### config.mk
export PLATFORM = sky130hd
export DESIGN_NAME = nsgi_cell
export DESIGN_NICKNAME = d
export VERILOG_FILES = /design/src/design/nsgi_pkg.sv /design/src/design/nsgi_cell.sv
export SDC_FILE = /design/constraint.sdc
export NUM_CORES = 1
export LEC_CHECK = 0
export ABC_AREA = 1
export BUFFER_PORTS_ARGS = -buffer_cell sky130_fd_sc_hd__buf_2
export CAP_MARGIN = 25
export CORE_MARGIN = 2
export CORE_UTILIZATION = 43
export DETAILED_ROUTE_END_ITERATION = 12
export MAX_ROUTING_LAYER = met4
export PLACE_DENSITY = 0.95
export REMOVE_ABC_BUFFERS = 1
export SLEW_MARGIN = 20
export SYNTH_ARGS = -nofsm -noshare
export SYNTH_HDL_FRONTEND = slang
export SYNTH_SLANG_ARGS = --single-unit
### constraint.sdc
create_clock -name clk -period 1.5 [get_ports clk]
set_clock_uncertainty 0.15 [all_clocks]
set_input_delay 0.225 -clock clk [delete_from_list [all_inputs] [get_ports clk]]
set_output_delay 0.225 -clock clk [all_outputs]
set_load 0.1 [all_outputs]
### src/design/nsgi_pkg.sv
`timescale 1ns / 1ps
`default_nettype none
// ----------------------------------------------------------------------------
// nsgi_pkg: shared types and constants for the next-smaller/greater index core
// Field widths, configuration register indexes, parameter defaults and the
// command word that steers the stack cell chain.
// ----------------------------------------------------------------------------
package nsgi_pkg;

	localparam int POS_WIDTH       = 8;
	localparam int RANK_IN_WIDTH   = 16;
	localparam int NEXT_IDX_WIDTH  = 9;
	localparam int CFG_DATA_WIDTH  = 9;
	localparam int CFG_INDEX_WIDTH = 1;

	localparam int DEFAULT_MAX_LENGTH = 256;
	localparam int DEFAULT_RANK_WIDTH = 16;

	localparam logic [CFG_INDEX_WIDTH-1:0] CFG_IDX_FIND_SMALLER = 1'b0;
	localparam logic [CFG_INDEX_WIDTH-1:0] CFG_IDX_SEQ_LENGTH   = 1'b1;

	localparam logic                      FIND_SMALLER_RESET = 1'b1;
	localparam logic [NEXT_IDX_WIDTH-1:0] SEQ_LENGTH_RESET   = 9'd256;

	// One command per cycle for every cell; clear wins over push, push over pop.
	typedef struct packed {
		logic clear;
		logic push;
		logic pop;
	} cell_cmd_t;

endpackage
`default_nettype wire

### src/design/nsgi_cell.sv
`timescale 1ns / 1ps
`default_nettype none
// ----------------------------------------------------------------------------
// nsgi_cell: one slot of the shifting stack
// Holds one (position, rank) entry; takes the upper neighbor's entry on a
// push and the lower neighbor's entry on a pop.
// ----------------------------------------------------------------------------
module nsgi_cell #(
	parameter int RANK_WIDTH = nsgi_pkg::DEFAULT_RANK_WIDTH
) (
	input  wire                               clk,
	input  wire                               arst_n,
	input  wire nsgi_pkg::cell_cmd_t          cmd,
	input  wire                               up_valid,
	input  wire [nsgi_pkg::POS_WIDTH-1:0]     up_pos,
	input  wire [RANK_WIDTH-1:0]              up_rank,
	input  wire                               dn_valid,
	input  wire [nsgi_pkg::POS_WIDTH-1:0]     dn_pos,
	input  wire [RANK_WIDTH-1:0]              dn_rank,
	output logic                              valid,
	output logic [nsgi_pkg::POS_WIDTH-1:0]    pos,
	output logic [RANK_WIDTH-1:0]             rank
);

	logic                           valid_q;
	logic [nsgi_pkg::POS_WIDTH-1:0] pos_q;
	logic [RANK_WIDTH-1:0]          rank_q;

	always_ff @(posedge clk or negedge arst_n) begin
		if (!arst_n) begin
			valid_q <= 1'b0;
		end else if (cmd.clear) begin
			valid_q <= 1'b0;
		end else if (cmd.push) begin
			valid_q <= up_valid;
		end else if (cmd.pop) begin
			valid_q <= dn_valid;
		end
	end

	always_ff @(posedge clk) begin
		if (cmd.push) begin
			pos_q  <= up_pos;
			rank_q <= up_rank;
		end else if (cmd.pop) begin
			pos_q  <= dn_pos;
			rank_q <= dn_rank;
		end
	end

	assign valid = valid_q;
	assign pos   = pos_q;
	assign rank  = rank_q;

endmodule
`default_nettype wire

# Word-level counts from Yosys, hierarchy flattened

Index checks and enable logic that the tools add are counted.

Register bits: 25
Input port bits: 55
Output and inout port bits: 25
Word-level logic and storage cells: 12

Mux-type cells: 7
Reductions and logical operators: 2

Operators with widths:

| kind               | count |
|---|---|
| two-way mux 16 bit | 2 |
| two-way mux 8 bit  | 2 |
| two-way mux 1 bit  | 3 |
| nonzero test 3 bit | 1 |
| nonzero test 2 bit | 1 |

# Longest topological paths before layout

Word-level depth: 3
Mapped depth: 6
Gate-level depth less buffers: 5

# Worst setup path after synthesis

OpenSTA, ideal clock, no wires.

Kind: input port to flip-flop
Start point: input cmd[1] (netlist bit)
End point: register pos_q, in the netlist pos[0], enable pin
Library setup time: 0.382 ns
Arrival time: 0.929 ns
Required time: 0.968 ns
Path slack: 0.039 ns
Cell stages on the path: 3
Buffers on the path: 1
Cells stage by stage: buf_6 inv_6 nand2_1

Word-level cells in the longest chain between the ends: 1

RTL lines:

| element                      | RTL line        | text |
|---|---|---|
| start: declaration           | nsgi_cell.sv:13 | `input wire nsgi_pkg::cell_cmd_t cmd,` |
| nonzero test 2 bit (no line) | n/a             |  |
| end signal: assignment       | nsgi_cell.sv:43 | `pos_q <= up_pos;` |
| end signal: assignment       | nsgi_cell.sv:46 | `pos_q <= dn_pos;` |
| end: declaration             | nsgi_cell.sv:26 | `logic [nsgi_pkg::POS_WIDTH-1:0] pos_q;` |

Every way passes these cells.
A chain may end at the register's enable or synchronous reset.

# Worst setup path after layout

Start point: register rank_q[5] (netlist: rank[5])
End point: output rank[5]

RTL lines:

| element                  | RTL line        | text |
|---|---|---|
| start: declaration       | nsgi_cell.sv:27 | `logic [RANK_WIDTH-1:0] rank_q;` |
| start signal: assignment | nsgi_cell.sv:44 | `rank_q <= up_rank;` |
| start signal: assignment | nsgi_cell.sv:47 | `rank_q <= dn_rank;` |
| end: declaration         | nsgi_cell.sv:22 | `output logic [RANK_WIDTH-1:0] rank` |

No word-level cell between the ends.

==> results.txt <==
flop2flop setup slack: 0.70 ns
slew margin rel.: 66.7%
Netlist cell types: 9
WP buf/inv: 1
Layout area overhead: 42.9%
element type at the critical path end: output port
cell count after synthesis: 112
status: finished, final reports clean
Startpoint Class: flip-flop
final count of negative-setup-slack endpoints: 0
Clock Latency Late Sink: 0.30 ns
Final Hold Fails: 0
Hold Path End: rank[2]
R2R depth: 2
global-route wire length before repair: 3.58 mm
TritonCTS clock tree: done
CP Class: reg2out
fin crit share: 96.6%
Synth top area share: 64.9%
# diodes: 0
worst slack at placement: 0.245 ns
GRT Util Overall: 17.4%
cell breakdown of the critical path: buf_2
setup bufs post-CTS: 0
IO buf count: 79
Final ANT Viol Nets: 0
average size of a mapped cell: 9.92 um2
CTS H-tree lvls: 1
pwr/cell area: 1230 mW/mm2
Core Util, Final: 64.7%
CTS max path bufs: 2
TritonRoute pass-1 iters: 4
Lkg Pwr: 0.865 nW
worst vdd ir: 0.789 mV
min Tclk post-route: 1.45 ns
Mapped Area: 0.00111 mm2
flops & latches, synth: 25
initial antenna violation count: 0
Placeable Area: 0.00245 mm2
critical path peak fanout: 1
Via-to-Cell Ratio: 4.48
Fillers: 217
DIE HEIGHT: 54.8 um
Power Total: 0.00195 W
commonest non-fill, non-tap cell in the layout: nand2_1
CP arrival: 1.07 ns
HP Start: dn_rank[2]
WL final: 2.34 mm
hpwl dp: 1.79 mm
post-synthesis sequential area ratio: 67.1%
Area contributors post-synth: edfxtp_1, nand2_1, buf_6
Rows: 18
final setup margin: 0.0512 ns
detailed-route wire length per cell: 10.5 um
hold path cells: 3
RR Endpoint: valid
reg2reg start: valid
Max Clock Freq: 690 MHz
detailed router's first-iteration violation count: 12
critical path's top delay family: buffers and inverters
Total Nets Final: 250
max_cap viols: 0
root buf cell: clkbuf_4
Die ar.: 0.00301 mm2
CP max-delay cell: buf_2
via count: 1,003
GP Congestion: 0.628
CTS Buf Count: 3
largest net degree at the start of global routing: 28
cell type with the largest total area after synthesis: edfxtp_1
warnings from Yosys: 0
Hold Crit Class: in2reg
Slew Viols, Final: 0
CP max stage delay: 0.42 ns
initial core utilization: 45.3%
Clock Sinks: 25
Slew @ Worst Pin: 0.503 ns
Reg clk slew, reported paths: 0.13 ns
IO Pins: 80
DIE WIDTH: 54.8 um
CP required: 1.12 ns
DRC: 0
vias in the first global route: 906
remaining global-route overflow: 0
most frequent cells in the layout: nand2_1, buf_2, edfxtp_1, clkbuf_4
share of cells above drive strength 1: 44.3%
TNS Setup: 0 ns
RSZ-0062 raised after global routing: false
==> layer usage <==
layer	share of wire, %	track usage [%]	wire length (um)	vias up
met3	8.9	2.46	209	4
met1	36	17.6	845	429
met5	0	-	0	-
li1	-	-	-	520
met4	1.1	6.25	25	0
met2	54	33.1	1260	50
==> synthesized netlist by cell type (all sizes together) <==
master / n
buf: 5
edfxtp: 24
dfrtp: 1
nand3: 1
nand2: 77
nand4: 1
inv: 3
==> sequential cells by signal, indices dropped and copies added (netlist names) <==
signal and count:
valid 1, rank 16, pos 8
==> what timing repair did <==
action	4_1_cts	5_1_grt
resized for setup	1	6
endpoints found under the hold margin	2	0
pin swaps	0	0
hold buffers	2	0
endpoints found under the setup margin	1	6
==> layout make-up <==
type                    count  area (um2)  area share (%)
clock buffers               3        22.5            1.42
clock inverters             1        5.00           0.315
inverters                   3        16.3            1.02
multi-input cells          79         300            18.9
flip-flops and latches     25         746            47.0
well taps                  30        37.5            2.36
repair buffers             83         460            29.0
==> stage by stage <==
step                area (um2)  hold WS [ns]  std cells
floorplan                 1060        -0.221        107
global placement          1520        -0.148        218
detailed placement        1520        -0.146        218
CTS                       1570       0.00861        224
global route              1590       0.00948        224
finish                    1590        0.0239        224
==> power by group <==
part	switching [W]	leakage, nW	internal [W]
registers	0.0000164	0.260	0.000850
logic	0.000658	0.587	0.000142
clock network	0.000183	0.0177	0.0000994
total	0.000857	0.865	0.00109
==> cell families after synthesis <==
group,share of synthesized area (%)
AND/OR/NAND/NOR,27.0
flip-flops,67.1
buffers and inverters,5.86
==> how the worst max path moves through the flow <==
| stage | startpoint | end | slack [ns] | depth (start not counted) |
|---|---|---|---|---|
| after floorplan | valid | valid | 0.13 | 2 |
| after global placement | cmd[1] | pos[5] | 0.27 | 4 |
| after detailed placement | cmd[1] | rank[10] | 0.25 | 4 |
| after CTS | rank[9] | rank[9] | 0.008 | 1 |
| after global routing | rank[0] | rank[0] | 0.001 | 1 |
| final | rank[5] | rank[5] | 0.05 | 1 |
Power figures use the tool's default switching activity.
